$ cat config.mk
export PLATFORM = sky130hd
export DESIGN_NAME = glmt_ram
export DESIGN_NICKNAME = d
export VERILOG_FILES = /design/src/sv/greedy_longest_match_tokenizer_unit_macros.svh /design/src/sv/glmt_ram.sv
export SDC_FILE = /design/constraint.sdc
export NUM_CORES = 1
export LEC_CHECK = 0
export BUFFER_PORTS_ARGS = -buffer_cell sky130_fd_sc_hd__buf_2
export CORE_MARGIN = 2
export CORE_UTILIZATION = 65
export DETAILED_ROUTE_END_ITERATION = 8
export PLACE_DENSITY = 0.91
export SYNTH_ARGS = -nofsm -noshare
export SYNTH_HDL_FRONTEND = slang
export SYNTH_SLANG_ARGS = --single-unit
$ cat constraint.sdc
create_clock -name clk -period 3.9 [get_ports clk]
set_input_delay 0 -clock clk [delete_from_list [all_inputs] [get_ports clk]]
set_output_delay 0 -clock clk [all_outputs]
set_load 0.01 [all_outputs]
$ cat src/sv/greedy_longest_match_tokenizer_unit_macros.svh
// Shared assertion macros for the tokenizer RTL.
`ifndef GREEDY_LONGEST_MATCH_TOKENIZER_UNIT_MACROS_SVH
`define GREEDY_LONGEST_MATCH_TOKENIZER_UNIT_MACROS_SVH

// Same-cycle implication, disabled while reset is asserted.
`define GLMT_ASSERT_NOW(lbl, ante, cons, msg) \
	lbl: assert property (@(posedge clk) disable iff (!arst_n) (ante) |-> (cons)) \
		else $error(msg);

// Next-cycle implication, disabled while reset is asserted.
`define GLMT_ASSERT_NEXT(lbl, ante, cons, msg) \
	lbl: assert property (@(posedge clk) disable iff (!arst_n) (ante) |=> (cons)) \
		else $error(msg);

`endif

$ cat src/sv/glmt_ram.sv
module glmt_ram #(
	parameter int WIDTH = 8,
	parameter int DEPTH = 16
) (
	input  logic                     clk,
	input  logic                     we,
	input  logic [$clog2(DEPTH)-1:0] waddr,
	input  logic [WIDTH-1:0]         wdata,
	input  logic [$clog2(DEPTH)-1:0] raddr,
	output logic [WIDTH-1:0]         rdata
);
	logic [WIDTH-1:0] mem [DEPTH];

	always_ff @(posedge clk) begin
		if (we) begin
			mem[waddr] <= wdata;
		end
		rdata <= mem[raddr];
	end
endmodule

==> results.json <==
{
  "run_status": "finished clean",
  "irDropWorstVdd_v": 0.0004249,
  "first_pass_iters": 5,
  "setup_viol": 0,
  "r2r_cells": 3,
  "power_switching_uw": 703.3,
  "worstMarginPinSlew_ns": 1.167,
  "port_buffers": 25,
  "syn-cell-area_um2": 5147,
  "yosysTopAreaCell": "edfxtp_1",
  "internal_power_mw": 2.672,
  "wl_um": 10410,
  "cp_slowest_cell": "mux4_1",
  "dr_wl_met2_um": 5126,
  "clk_path_buf_depth": 2,
  "area_growth_pct": 16.67,
  "finish.utilization_pct": 78.13,
  "cts_buffers": 17,
  "pin_count": 26,
  "clock_latency_ns": 0.51,
  "ant_nets": 0,
  "fp.coreArea_um2": 7687,
  "antenna_found_initial": 0,
  "ys_seq_area_share_pct": 77.78,
  "crit_arrival_ns": 1.81,
  "gp_congestion": 0.7679,
  "synth_top_area_share_pct": 74.67,
  "seqPwrFrac_pct": 48.8,
  "critPathMaxFanout": 1,
  "slew-limit-headroom_pct": 21.58,
  "cts-resized-gates": 0,
  "swShare_pct": 20.84,
  "period_minus_slack_ns": 1.424,
  "drt-met1-wl_um": 4067,
  "ys_ff_latch": 136,
  "max_freq_mhz": 702.3,
  "critPathMaxStageDelay_ns": 0.56,
  "rsz0062_at_grt": "no",
  "synth_fp_nets": 247,
  "via_per_inst": 6.542,
  "power_frac_clock_pct": 46.7,
  "die_width_um": 92.99,
  "crit_family": "multiplexers",
  "finalCritPeriodShare_pct": 36.51,
  "grtUsageTotal_pct": 26.52,
  "clock-root-buffer": "clkbuf_8",
  "clock_skew_ns": 0.007861,
  "cp_num_cells": 3,
  "grt_pass1_wl_um": 15640,
  "dp_hpwl_um": 5786,
  "power.leakage_nw": 2.024,
  "synth_area_per_cell_um2": 22.48,
  "highest_layer": "met4",
  "start_util_pct": 66.96,
  "cp.required_ns": 4.29,
  "power_mw": 3.375,
  "n_antenna_cell": 0,
  "die_area_um2": 8647,
  "drive_gt1_share_pct": 27.53,
  "synth.area.top_cells": "edfxtp_1, mux4_2, mux4_1",
  "cp-end-kind": "flip-flop",
  "grt_pass1_vias": 2620,
  "vias": 2545,
  "syn_inst": 229,
  "pwr-share-comb_pct": 4.5,
  "synth-edff-count": 128,
  "nets": 292,
  "die_y_um": 92.99,
  "drc_errors": 0,
  "async_flop_share_pct": 0,
  "placementRows": 32,
  "hold_depth": 4,
  "htreeDepth": 4,
  "cts_tree": "built",
  "drv_slew": 0,
  "power_density_nw_per_um2": 562.0,
  "yosys_warnings": 0,
  "wl_per_cell_um": 26.75,
  "drv_cap": 0,
  "synth_top_flop_cell": "edfxtp_1",
  "worstSetupStartpointType": "flip-flop",
  "drt_iter0_markers": 286,
  "hp-class": "in -> reg",
  "yosys.cell_types.count": 19,
  "setup_tns_ns": 0,
  "grt_max_degree": 33,
  "path_cells": "mux4_1 -> a22oi_1 -> nand2_1",
  "cts.sinks": 136,
  "cp_num_buf_inv": 0,
  "clk_pin_slew_ns": 0.06,
  "worst-setup-path-type": "reg -> reg",
  "met3_length_um": 898,
  "hold_viol": 0,
  "grt.overflow.total": 0
}
## metrics by stage
stage | setup WS [ns] | hold WS, ns | cells | instance area [µm²]
after floorplan | 2.407 | 0.09887 | 229 | 5147
final | 2.476 | 0.06283 | 389 | 6006
after global routing | 2.333 | 0.06661 | 389 | 6006
after detailed placement | 1.896 | 0.3956 | 349 | 5336
after CTS | 2.462 | 0.03944 | 389 | 6006
after global placement | 1.948 | 0.3809 | 349 | 5336
## flip-flops by register name, indices dropped and copies added (netlist names)
register / count
rdata: 8
mem: 128
## worst paths after layout
| check | from | to | slack [ns] |
|---|---|---|---|
| setup / recovery | mem[2][3] | rdata[3] | 2.48 |
| hold / removal | raddr[2] | rdata[2] | 0.06 |
| setup reg to reg | mem[2][3] | rdata[3] | 2.48 |
| hold reg to reg | mem[15][5] | rdata[5] | 0.67 |
## layout by cell type (no fill, tap or decap)
cell type	count
dlygate4sd3_1	8
and2b_1	1
clkbuf_8	1
and2_1	1
a22oi_1	16
buf_2	25
mux4_1	14
dfxtp_1	8
bufinv_16	3
clkbuf_16	16
mux4_2	18
nand3_1	1
inv_6	2
nand3b_1	2
clkinv_2	4
clkinvlp_4	4
edfxtp_1	128
nand2b_1	2
clkinv_4	2
or3b_2	1
nand2_1	9
buf_4	3
nor2_1	13
nor2b_1	1
nor3_1	4
## Yosys cell counts, types with 3 or more instances
cell	count
mux4_1	14
nor2_1	13
nand2_1	9
mux4_2	18
edfxtp_1	128
nor3_1	4
a22oi_1	16
buf_2	3
clkdlybuf4s25_2	3
buf_6	3
dfxtp_1	8
## worst reg2reg max path: stages, from the launching register on
cell	delay [ns]
edfxtp_1	0.41
mux4_1	0.56
a22oi_1	0.23
nand2_1	0.10
## per-layer routing
layer | vias up | GRT usage [%]
li1 | 1063 | -
met4 | 0 | 11.76
met5 | - | 0
met2 | 167 | 41.00
met3 | 28 | 6.124
met1 | 1287 | 37.27
## logic make-up after synthesis
| kind of cell | share of synthesized area, % |
|---|---|
| buffers and inverters | 1.677 |
| multiplexers | 15.02 |
| AO/OA/AOI/OAI | 2.334 |
| AND/OR/NAND/NOR | 3.184 |
| flip-flops | 77.78 |
## power groups by stage
stage / clock network, mW / logic, mW / registers (mW)
2_1_floorplan: 0 / 0.0829 / 1.68
3_3_place_gp: 0 / 0.138 / 1.67
3_5_place_dp: 0 / 0.144 / 1.68
4_1_cts: 1.58 / 0.153 / 1.65
5_1_grt: 1.64 / 0.164 / 1.65
6_report: 1.58 / 0.153 / 1.65
## what timing repair did
| item | CTS | global route |
|---|---|---|
| buffers inserted | 0 | 0 |
| endpoints found under the hold margin | 128 | 0 |
| hold buffers | 8 | 0 |
| endpoints found under the setup margin | 0 | 0 |
## area by class of cell
type	count	area (µm²)
Clock inverter	15	175.2
Sequential cell	136	4004
Multi-Input combinational cell	83	1057
Timing Repair Buffer	36	227.7
Clock buffer	17	414.1
Fill cell	399	1682
Tap cell	102	127.6
No activity file was read; power rests on OpenSTA's default activity.
