**src/sv/greedy_longest_match_tokenizer_unit_macros.svh**
```systemverilog
// Shared assertion macros for the tokenizer RTL.
`ifndef GREEDY_LONGEST_MATCH_TOKENIZER_UNIT_MACROS_SVH
`define GREEDY_LONGEST_MATCH_TOKENIZER_UNIT_MACROS_SVH

// Same-cycle implication, disabled while reset is asserted.
`define GLMT_ASSERT_NOW(lbl, ante, cons, msg) \
	lbl: assert property (@(posedge clk) disable iff (!arst_n) (ante) |-> (cons)) \
		else $error(msg);

// Next-cycle implication, disabled while reset is asserted.
`define GLMT_ASSERT_NEXT(lbl, ante, cons, msg) \
	lbl: assert property (@(posedge clk) disable iff (!arst_n) (ante) |=> (cons)) \
		else $error(msg);

`endif

```
**src/sv/glmt_pkg.sv**
```systemverilog
package glmt_pkg;

	localparam int KEY_BYTES = 8;

	// input item kinds
	localparam logic KIND_LOAD = 1'b0;
	localparam logic KIND_TEXT = 1'b1;

	// result kinds
	localparam logic [1:0] RK_MATCH = 2'd0;
	localparam logic [1:0] RK_SKIP  = 2'd1;
	localparam logic [1:0] RK_END   = 2'd2;

	typedef struct packed {
		logic [KEY_BYTES*8-1:0] key;
		logic [3:0]             len;
		logic [15:0]            id;
	} entry_t;

	localparam int ENTRY_W = $bits(entry_t);

	typedef struct packed {
		logic clear;      // restart the search for a new match
		logic cmp_valid;  // read data from the table is valid this cycle
	} match_ctrl_t;

endpackage

```
**src/sv/glmt_match.sv**
```systemverilog
module glmt_match #(
	parameter int MAX_TOKEN_BYTES = 8
) (
	input  logic                               clk,
	input  logic                               arst_n,
	input  glmt_pkg::match_ctrl_t              ctrl,
	input  glmt_pkg::entry_t                   entry,
	input  logic [MAX_TOKEN_BYTES*8-1:0]       lookahead,
	input  logic [$clog2(MAX_TOKEN_BYTES+1)-1:0] count,
	output logic [$clog2(MAX_TOKEN_BYTES+1)-1:0] best_len,
	output logic [15:0]                        best_id
);
	localparam int CW = $clog2(MAX_TOKEN_BYTES + 1);

	logic [CW-1:0] best_len_q;
	logic [15:0]   best_id_q;
	logic          key_eq;
	logic          hit;

	// compare the key bytes that lie inside the entry's length
	always_comb begin
		key_eq = 1'b1;
		for (int j = 0; j < MAX_TOKEN_BYTES; j++) begin
			if ((4'(j) < entry.len) && (entry.key[j*8 +: 8] != lookahead[j*8 +: 8])) begin
				key_eq = 1'b0;
			end
		end
	end

	assign hit = ctrl.cmp_valid && (entry.len != 4'd0)
		&& (entry.len <= 4'(MAX_TOKEN_BYTES))
		&& (entry.len <= 4'(count))
		&& (entry.len > 4'(best_len_q))
		&& key_eq;

	// strictly longer only, so the lowest index wins among equal lengths
	always_ff @(posedge clk or negedge arst_n) begin
		if (!arst_n) begin
			best_len_q <= '0;
			best_id_q  <= '0;
		end else if (ctrl.clear) begin
			best_len_q <= '0;
			best_id_q  <= '0;
		end else if (hit) begin
			best_len_q <= CW'(entry.len);
			best_id_q  <= entry.id;
		end
	end

	assign best_len = best_len_q;
	assign best_id  = best_id_q;
endmodule

```
**config.mk**
```make
export PLATFORM = sky130hd
export DESIGN_NAME = glmt_match
export DESIGN_NICKNAME = d
export VERILOG_FILES = /design/src/sv/greedy_longest_match_tokenizer_unit_macros.svh /design/src/sv/glmt_pkg.sv /design/src/sv/glmt_match.sv
export SDC_FILE = /design/constraint.sdc
export NUM_CORES = 1
export LEC_CHECK = 0
export BUFFER_PORTS_ARGS = -buffer_cell sky130_fd_sc_hd__buf_4
export CORE_MARGIN = 2
export CORE_UTILIZATION = 42
export CTS_BUF_LIST = sky130_fd_sc_hd__clkbuf_2
export CTS_CLUSTER_SIZE = 8
export DETAILED_ROUTE_END_ITERATION = 16
export PLACE_DENSITY = 0.95
export SLEW_MARGIN = 20
export SYNTH_ARGS = -nofsm -noshare
export SYNTH_HDL_FRONTEND = slang
export SYNTH_SLANG_ARGS = --single-unit
export TNS_END_PERCENT = 20
```
**constraint.sdc**
```tcl
create_clock -name clk -period 4.5 [get_ports clk]
set_input_delay 0.45 -clock clk [delete_from_list [all_inputs] [get_ports clk]]
set_output_delay 0.45 -clock clk [all_outputs]
set_load 0.05 [all_outputs]
```
==> impl_metrics.tcl, run 1 <==
set metrics [dict create \
    cellPowerDensity_mw_per_mm2 142 \
    cts_max_level 1 \
    skew_ns 0.0126 \
    synth.distinct_cells 34 \
    final_cell_mix "175 x buf_4, 48 x xnor2_1, 37 x nand2_1" \
    synth-xor-area-share 0.289 \
    hold_depth 2 \
    synth_warnings 0 \
    crit_type "input port to flip-flop" \
    cts_tree "yes" \
    ios 176 \
    holdWs_ns 0.298 \
    timing_hold_violations_final 0 \
    hpwl_microns 5570 \
    rsz0062_at_grt "no" \
    syn_nets 378 \
    setup_viol 0 \
    syn_to_final_growth_pct 69.7 \
    synth_edf_count 0 \
    synth_top_family_by_area "XOR/XNOR gates" \
    initial_utilization 0.439 \
    worstSetupStartpoint "entry[17]" \
    grt_first_pass_wirelength_microns 9780 \
    synthAdderAreaFrac 0.0516 \
    power.switching_mw 0.131 \
    synth_cells 214 \
    drive_above_1_share 0.474 \
    peakVddDrop_v 0.000117 \
    place.gp.congestion 0.782 \
    dieArea_sq_mm 0.00518 \
    min-delay-start "ctrl[1]" \
    cp_cell_sequence "buf_4 > ha_1 > and3b_1 > a2111oi_1 > o221a_2 > o211ai_4 > nor3_4 > a21boi_4 > mux2i_1" \
    insertedDiodeCount 0 \
    worstReg2RegStart "best_len[1]" \
    grt-ovfl-total 0 \
    fmax_mhz 350 \
    grt_pass1_vias 2230 \
    ys_seq_area_frac 0.258 \
    die_h_microns 72.0 \
    via_per_inst 4.91 \
    fin_crit_ns 2.85 \
    synth_mux_area_frac 0.0877 \
    setup_ws_ns 1.65 \
    synth_simple_gate_area_frac 0.177 \
    synth_area_sq_mm 0.00194 \
    vias 2162 \
    ys_ff_latch 20 \
    worstPathRequired_ns 4.73 \
    rows 24 \
    grt_max_degree 37 \
    swShare 0.282 \
    clock-sinks 20 \
    slowest_delay_ns 0.68 \
    p_comb_frac 0.459 \
    cts_made_buffers 3 \
    power_frac_clock 0.153 \
    cp.arrival_ns 3.09 \
    worstMarginPinSlew_ns 0.867 \
    maxCapViolCount 0 \
    synth_compound_area_frac 0.0858 \
    fp.coreArea_sq_mm 0.00441 \
    slew_headroom 0.419 \
    worstHoldPathType "input port to flip-flop" \
    drt_pre_antenna_iters 4 \
    fin_nets 553 \
    ant_nets 0 \
    seqPwrFrac 0.388 \
    wl_per_cell_microns 14.3 \
    clk_latency_ns 0.31 \
    cp_max_fo 19 \
    grtUsageTotal 0.238 \
    place_ws_ns 1.32 \
    startpoint_type "input port" \
    status "finished clean" \
    critPathCaptureType "flip-flop" \
    timing.reg2reg.setup_slack_ns 1.95 \
    final_common_cell "buf_4" \
    reg2reg_depth 8 \
    cts_max_path_buffers 2 \
    io_buffers 175 \
    internal_power_mw 0.335 \
    antenna_found_initial 0 \
    syn_area_per_cell_sq_um 9.06 \
    crit_slowest_cell "a21boi_4" \
    drt_iter0_drc 98 \
    wirelength_microns 6300 \
    tns_ns 0 \
    clk_pin_slew_ns 0.18 \
    synthArstFlopShare 1.00 \
    fin_crit_sh 0.634 \
    slew_violations 0 \
    drc 0 \
    placed_cells 435 \
    post_cts_buffers 0 \
    fp.dieW_microns 72.0 \
    final_cells 440 \
    synth_top_flop_cell "dfrtp_1" \
    cts_root_buffer "clkbuf_2" \
    leakage_nw 1.57 \
    fill_cells 302 \
]
-- power by group through the flow --
| stage | registers (mW) | logic (mW) | clock network, mW |
|---|---|---|---|
| finish | 0.181 | 0.214 | 0.0713 |
| global route | 0.181 | 0.232 | 0.0846 |
| CTS | 0.181 | 0.216 | 0.0740 |
| detailed placement | 0.184 | 0.214 | 0 |
| global placement | 0.184 | 0.207 | 0 |
| floorplan | 0.186 | 0.0795 | 0 |
-- final timing paths --
path                               endpoint
worst max register to register   best_id[0]
worst min register to register   best_id[3]
worst min-delay path            best_len[2]
worst max-delay path             best_id[0]
min in group asynchronous       best_id[10]
max in group asynchronous       best_len[0]
-- worst max-delay path: cells and delay by family --
family | cells | cell delay [ns]
muxes | 1 | 0.28
AOI/OAI and AO/OA | 4 | 1.47
and+or+nand+nor | 2 | 0.44
adders and majority gates | 1 | 0.31
buffers and inverters | 1 | 0.15
-- repair_timing --
item | CTS | global route
endpoints found under the setup margin | 0 | 0
hold buffers | 1 | 0
resized for setup | 0 | 0
endpoints found under the hold margin | 20 | 0
-- final cells by class --
class,count,area (sq um),share of cell area
multi-input cells,177,1340,0.408
repair buffers,176,1320,0.402
flip-flops and latches,20,500,0.152
well taps,52,65.1,0.0198
inverters,11,41.3,0.0125
clock buffers,3,15.0,0.00456
clock inverters,1,3.75,0.00114
-- state kept, by name, indices dropped and copies added (netlist names) --
| signal | flops |
|---|---|
| best_id | 16 |
| best_len | 4 |
-- synthesized netlist by cell type (2+ instances only) --
cell,count,area [sq um]
xnor2_1,48,420
nand2_1,37,139
dfrtp_1,20,500
mux2i_1,17,170
xor2_1,16,140
nand4_1,14,87.6
inv_1,10,37.5
ha_1,8,100
nor4_1,6,37.5
a21oi_1,4,20.0
nor2_1,4,15.0
o21ai_0,4,20.0
clkbuf_1,3,11.3
buf_12,2,40.0
o31ai_1,2,15.0
-- logic make-up (layout without fill, tap and decap cells) --
logic type,after synthesis,count (layout)
AO/OA/AOI/OAI,20,20
XOR/XNOR,64,64
adder cells (fa/ha/maj),8,8
buffers and inverters,17,191
flip-flops,20,20
multiplexers,17,17
AND/OR/NAND/NOR,68,68
-- per-stage QoR --
| step | util | cell area [sq um] | power, mW |
|---|---|---|---|
| floorplan | - | 1940 | 0.266 |
| global placement | 0.739 | 3260 | 0.391 |
| detailed placement | 0.739 | 3260 | 0.398 |
| CTS | 0.745 | 3290 | 0.470 |
| global route | 0.745 | 3290 | 0.498 |
| finish | 0.745 | 3290 | 0.466 |
-- metal layers --
| layer | global-route usage | vias up | share of wire |
|---|---|---|---|
| met4 | 0.0503 | 0 | 0.018 |
| met3 | 0.0403 | 10 | 0.067 |
| li1 | - | 1083 | - |
| met1 | 0.254 | 962 | 0.35 |
| met2 | 0.484 | 107 | 0.56 |
| met5 | 0 | - | 0 |
No activity file was read; power rests on OpenSTA's default activity.
==> run 2: changes to the inputs <==
--- a/config.mk
+++ b/config.mk
@@ -5,13 +5,14 @@
 export SDC_FILE = /design/constraint.sdc
 export NUM_CORES = 1
 export LEC_CHECK = 0
+export ABC_AREA = 1
 export BUFFER_PORTS_ARGS = -buffer_cell sky130_fd_sc_hd__buf_4
 export CORE_MARGIN = 2
-export CORE_UTILIZATION = 42
+export CORE_UTILIZATION = 39
 export CTS_BUF_LIST = sky130_fd_sc_hd__clkbuf_2
 export CTS_CLUSTER_SIZE = 8
 export DETAILED_ROUTE_END_ITERATION = 16
-export PLACE_DENSITY = 0.95
+export PLACE_DENSITY = 0.92
 export SLEW_MARGIN = 20
 export SYNTH_ARGS = -nofsm -noshare
 export SYNTH_HDL_FRONTEND = slang
==> constraint.sdc (replaced) <==
create_clock -name clk -period 2.4 [get_ports clk]
set_input_delay 0.24 -clock clk [delete_from_list [all_inputs] [get_ports clk]]
set_output_delay 0.24 -clock clk [all_outputs]
set_load 0.05 [all_outputs]
==> impl_metrics.tcl, run 2 <==
set metrics [dict create \
    fp.dieW_microns 84.0 \
    place.gp.congestion 0.908 \
    final_common_cell "buf_4" \
    crit_path_frequent_cell "nand2_1" \
    antenna_found_initial 0 \
    reg2reg_depth 11 \
    crit_type "flip-flop to flip-flop" \
    power_frac_clock 0.144 \
    hpwl_microns 6630 \
    slew_violations 0 \
    syn_area_per_cell_sq_um 5.80 \
    worstMarginPinSlew_ns 0.573 \
    ys_seq_area_frac 0.201 \
    ant_nets 0 \
    initial_utilization 0.397 \
    grt_pass1_vias 3259 \
    syn_nets 594 \
    synth_edf_count 0 \
    slew_headroom 0.617 \
    via_per_inst 4.66 \
    vias 3162 \
    timing_hold_violations_final 0 \
    drive_above_1_share 0.344 \
    setup_viol 0 \
    cts_max_path_buffers 2 \
    worstPathRequired_ns 2.62 \
    fmax_mhz 492 \
    synth_cells 430 \
    skew_ns 0.000812 \
    ys_ff_latch 20 \
    fin_nets 768 \
    post_cts_buffers 0 \
    rsz0062_at_grt "no" \
    synth_top_flop_cell "dfrtp_1" \
    cts_root_buffer "clkbuf_2" \
    cp_cell_sequence "inv_1 > ha_1 > nand2_1 > o21ai_0 > o21ai_0 > nor2_1 > nand2_1 > nor2_2 > nand2_2 > nand3_2 > nand2_1" \
    drt_pre_antenna_iters 5 \
    tns_ns 0 \
    internal_power_mw 0.624 \
    power.switching_mw 0.294 \
    place_ws_ns 0.317 \
    synth.distinct_cells 22 \
    cts_max_level 1 \
    largest_reg_flops 16 \
    cts_made_buffers 3 \
    grtUsageTotal 0.218 \
    leakage_nw 2.39 \
    grt-ovfl-total 0 \
    synth_common_cells "145 x nand2_1, 81 x inv_1, 74 x nor2_1" \
    wirelength_microns 7600 \
    p_comb_frac 0.487 \
    clk_latency_ns 0.31 \
    synth_top_cell_by_area "nand2_1" \
    setup_ws_ns 0.369 \
    seqPwrFrac 0.369 \
    clock-sinks 20 \
    cellPowerDensity_mw_per_mm2 237 \
    peakVddDrop_v 0.000195 \
    io_buffers 175 \
    clk_pin_slew_ns 0.17 \
    crit_slowest_cell "dfrtp_1" \
    worstHoldPathType "input port to flip-flop" \
    final_cell_mix "178 x buf_4, 145 x nand2_1, 81 x inv_1" \
    ios 176 \
    cp_max_fo 20 \
    drt_iter0_drc 104 \
    wl_per_cell_microns 11.2 \
    cp.arrival_ns 2.25 \
    fin_crit_ns 2.03 \
    fin_crit_sh 0.846 \
    synthArstFlopShare 1.00 \
    netlist.area_leader.share 0.218 \
    drc 0 \
    grt_first_pass_wirelength_microns 13100 \
    swShare 0.320 \
    synth_area_sq_mm 0.00249 \
    synth_most_common_cell "nand2_1" \
    dieArea_sq_mm 0.00705 \
    synth_warnings 0 \
    status "finished clean" \
    rows 29 \
    slowest_delay_ns 0.41 \
    netlist_top_cells_area "nand2_1 22%, dfrtp_1 20%, inv_1 12%, nor2_1 11%, nand3_2 8.0%" \
    cts_tree "yes" \
    hold_depth 3 \
    grt_max_degree 41 \
    syn_to_final_growth_pct 55.6 \
    startpoint_type "flip-flop" \
    fp.coreArea_sq_mm 0.00628 \
    critPathCaptureType "flip-flop" \
    insertedDiodeCount 0 \
    fill_cells 561 \
    die_h_microns 84.0 \
    maxCapViolCount 0 \
]
## run 2: path summary, 6_finish.rpt
check	to	slack (ns)	from
max in group asynchronous	best_len[0]	1.88	arst_n
setup reg to reg	best_id[7]	0.37	best_len[3]
min in group asynchronous	best_id[15]	0.31	arst_n
hold reg to reg	best_id[6]	0.53	best_id[6]
setup / recovery	best_id[7]	0.37	best_len[3]
hold / removal	best_id[11]	0.16	entry[11]
## run 2: cells by family (layout without fill, tap and decap cells)
group | Yosys count | count (layout) | share of synthesized area
xor gates and xnor gates | 26 | 26 | 0.0913
AOI/OAI and AO/OA | 13 | 13 | 0.0271
DFF | 20 | 20 | 0.201
and+or+nand+nor | 272 | 272 | 0.491
buffers and inverters | 91 | 263 | 0.150
adders and majority gates | 8 | 8 | 0.0401
## run 2: critical path, delay by kind of cell (launching register included)
family          cells  cell delay, ns
compound gates      2            0.23
flops               1            0.41
buf+inv             1            0.05
simple gates        7            0.95
fa+ha+maj           1            0.29
## run 2: area by class of cell
cell class / count / area (sq um) / share of cell area
multi-input combinational: 319 / 1620 / 0.417
timing repair buffer: 179 / 1350 / 0.347
sequential: 20 / 500 / 0.129
inverter: 81 / 304 / 0.0783
tap: 77 / 96.3 / 0.0248
clock buffer: 3 / 15.0 / 0.00387
## run 2: per-layer routing
metal / GRT usage / vias up / part of all wire
met5: 0 / - / 0
met4: 0.0674 / 0 / 0.036
met3: 0.0495 / 28 / 0.067
met2: 0.412 / 115 / 0.52
met1: 0.240 / 1382 / 0.38
li1: - / 1637 / -
## run 2: power by group through the flow
stage                     registers [mW]  clock network, mW  logic, mW
final                              0.338              0.133      0.447
after global routing               0.339              0.153      0.503
after CTS                          0.338              0.134      0.448
after detailed placement           0.344                  0      0.445
after global placement             0.344                  0      0.427
after floorplan                    0.347                  0      0.182
## run 2: metrics by stage
stage / util / total power [mW] / std cells / hold slack (ns) / area (sq um)
after floorplan: - / 0.528 / 430 / -0.0556 / 2490
after global placement: 0.614 / 0.771 / 675 / 0.127 / 3860
after detailed placement: 0.614 / 0.790 / 675 / 0.134 / 3860
after CTS: 0.618 / 0.921 / 679 / 0.161 / 3880
after global routing: 0.618 / 0.994 / 679 / 0.147 / 3880
final: 0.618 / 0.918 / 679 / 0.163 / 3880
## run 2: repair_timing
action                    CTS  global route
hold endpoints to repair   20             0
gates resized for setup     0             0
hold buffers                1             0
==> run 3: changes to the inputs <==
==> constraint.sdc (replaced) <==
create_clock -name clk -period 1.79 [get_ports clk]
set_input_delay 0.179 -clock clk [delete_from_list [all_inputs] [get_ports clk]]
set_output_delay 0.179 -clock clk [all_outputs]
set_load 0.05 [all_outputs]
==> impl_metrics.tcl, run 3 (same netlist as run 2, synthesis figures left out) <==
set metrics [dict create \
    hpwl_microns 6340 \
    grt_first_pass_wirelength_microns 12200 \
    maxCapViolCount 0 \
    fp.dieW_microns 84.0 \
    wirelength_microns 7720 \
    drt_iter0_drc 94 \
    peakVddDrop_v 0.000255 \
    insertedDiodeCount 0 \
    grt-ovfl-total 0 \
    slowest_delay_ns 0.44 \
    grtUsageTotal 0.203 \
    cp_max_fo 5 \
    cts_max_level 1 \
    cp_cell_sequence "inv_2 > ha_4 > nand2_4 > o21ai_2 > o21ai_1 > nor2_1 > nand2_1 > nor2_4 > nand2_4 > clkbuf_16 > nand3_2 > nand2_1" \
    status "finished with violations" \
    drt_pre_antenna_iters 4 \
    initial_utilization 0.397 \
    startpoint_type "flip-flop" \
    fp.coreArea_sq_mm 0.00628 \
    slew_headroom 0.676 \
    antenna_found_initial 0 \
    cts_made_buffers 3 \
    slew_violations 0 \
    clk_pin_slew_ns 0.19 \
    crit_slowest_cell "dfrtp_2" \
    cts_tree "yes" \
    drive_above_1_share 0.378 \
    critPathCaptureType "flip-flop" \
    holdWs_ns 0.0864 \
    syn_to_final_growth_pct 64.3 \
    crit_type "flip-flop to flip-flop" \
    final_cell_mix "184 x buf_4, 143 x nand2_1, 78 x inv_1" \
    final_common_cell "buf_4" \
    placed_cells 679 \
    via_per_inst 4.58 \
    die_h_microns 84.0 \
    finish.instance_area_sq_mm 0.00410 \
    ant_nets 0 \
    rsz0062_at_grt "yes" \
    leakage_nw 2.49 \
    place.gp.congestion 0.793 \
    skew_ns 0.0147 \
    utilization 0.653 \
    worstPathRequired_ns 2.02 \
    clock-sinks 20 \
    cp.arrival_ns 2.03 \
    dpl_cell_area_sq_mm 0.00394 \
    violations "setup timing" \
    drc 0 \
    dieArea_sq_mm 0.00705 \
    fin_crit_sh 1.01 \
    clk_latency_ns 0.33 \
    crit_family "simple AND/OR/NAND/NOR gates" \
    fin_crit_ns 1.80 \
    timing_hold_violations_final 0 \
    io_buffers 175 \
    grt_max_degree 41 \
    fmax_mhz 555 \
    worstMarginPinSlew_ns 0.486 \
    tns_ns -0.0259 \
    final_cells 691 \
    rows 29 \
    grt_pass1_vias 3085 \
    ios 176 \
    cts_root_buffer "clkbuf_2" \
    worstHoldPathType "input port to flip-flop" \
    path_buf_inv 2 \
    setup_ws_ns -0.0126 \
    cts_max_path_buffers 2 \
    setup_viol 6 \
    fin_nets 779 \
    vias 3163 \
    cellPowerDensity_mw_per_mm2 306 \
    wl_per_cell_microns 11.2 \
    largest_reg_flops 16 \
]
## run 3: cell count changes in the layout (fill, tap and decap cells not counted), moves of 3 or more
| cell | change |
|---|---|
| buf_4 | +6 |
| dfrtp_1 | -4 |
| dfrtp_2 | +4 |
| ha_1 | -3 |
| ha_4 | +3 |
| inv_1 | -3 |
| inv_2 | +3 |
## run 3: final timing paths
kind	startpoint	end	slack, ns	cells past startpoint
worst max-delay path	best_len[2]	best_id[11]	-0.01	12
worst max register to register	best_len[2]	best_id[11]	-0.01	12
worst min-delay path	entry[15]	best_id[15]	0.09	3
worst min register to register	best_id[10]	best_id[10]	0.53	2
min in group asynchronous	arst_n	best_id[4]	0.23	2
max in group asynchronous	arst_n	best_len[0]	1.32	2
## run 3: worst min-delay path, delay by kind of cell
| kind | cells | cell delay (ns) |
|---|---|---|
| buffers and inverters | 1 | 0.11 |
| AND/OR/NAND/NOR | 2 | 0.12 |
## run 3: repair_timing
action | in CTS | in global routing
hold buffers | 1 | 0
endpoints found under the setup margin | 0 | 20
endpoints found under the hold margin | 20 | 0
buffers inserted | 0 | 4
resized for setup | 0 | 9
## run 3: final cells by class
class,count,area (sq um)
clock buffers,3,15.0
clock inverters,1,3.75
fillers,557,2180
inverters,81,304
multi-input cells,319,1680
flip-flops and latches,20,505
well taps,77,96.3
repair buffers,190,1490
## run 3: metrics by stage
| stage | worst slack (ns) | power [mW] |
|---|---|---|
| after global routing | -0.102 | 1.35 |
| final | -0.0126 | 1.25 |
| after global placement | 0.0564 | 1.04 |
| after detailed placement | -0.00443 | 1.06 |
| after floorplan | -0.0112 | 0.713 |
| after CTS | 0.0245 | 1.25 |
## run 3: report_power, final
part / switching [mW] / total, mW / internal, mW
logic: 0.262 / 0.612 / 0.350
clock network: 0.139 / 0.187 / 0.0485
registers: 0.000661 / 0.454 / 0.453
## run 3: layer usage
metal	share of wire	routed length (microns)	GRT usage	vias up
met2	0.54	4140	0.415	125
met5	0	0	0	-
met3	0.078	602	0.0514	16
li1	-	-	-	1658
met1	0.37	2820	0.204	1364
met4	0.021	160	0.0367	0
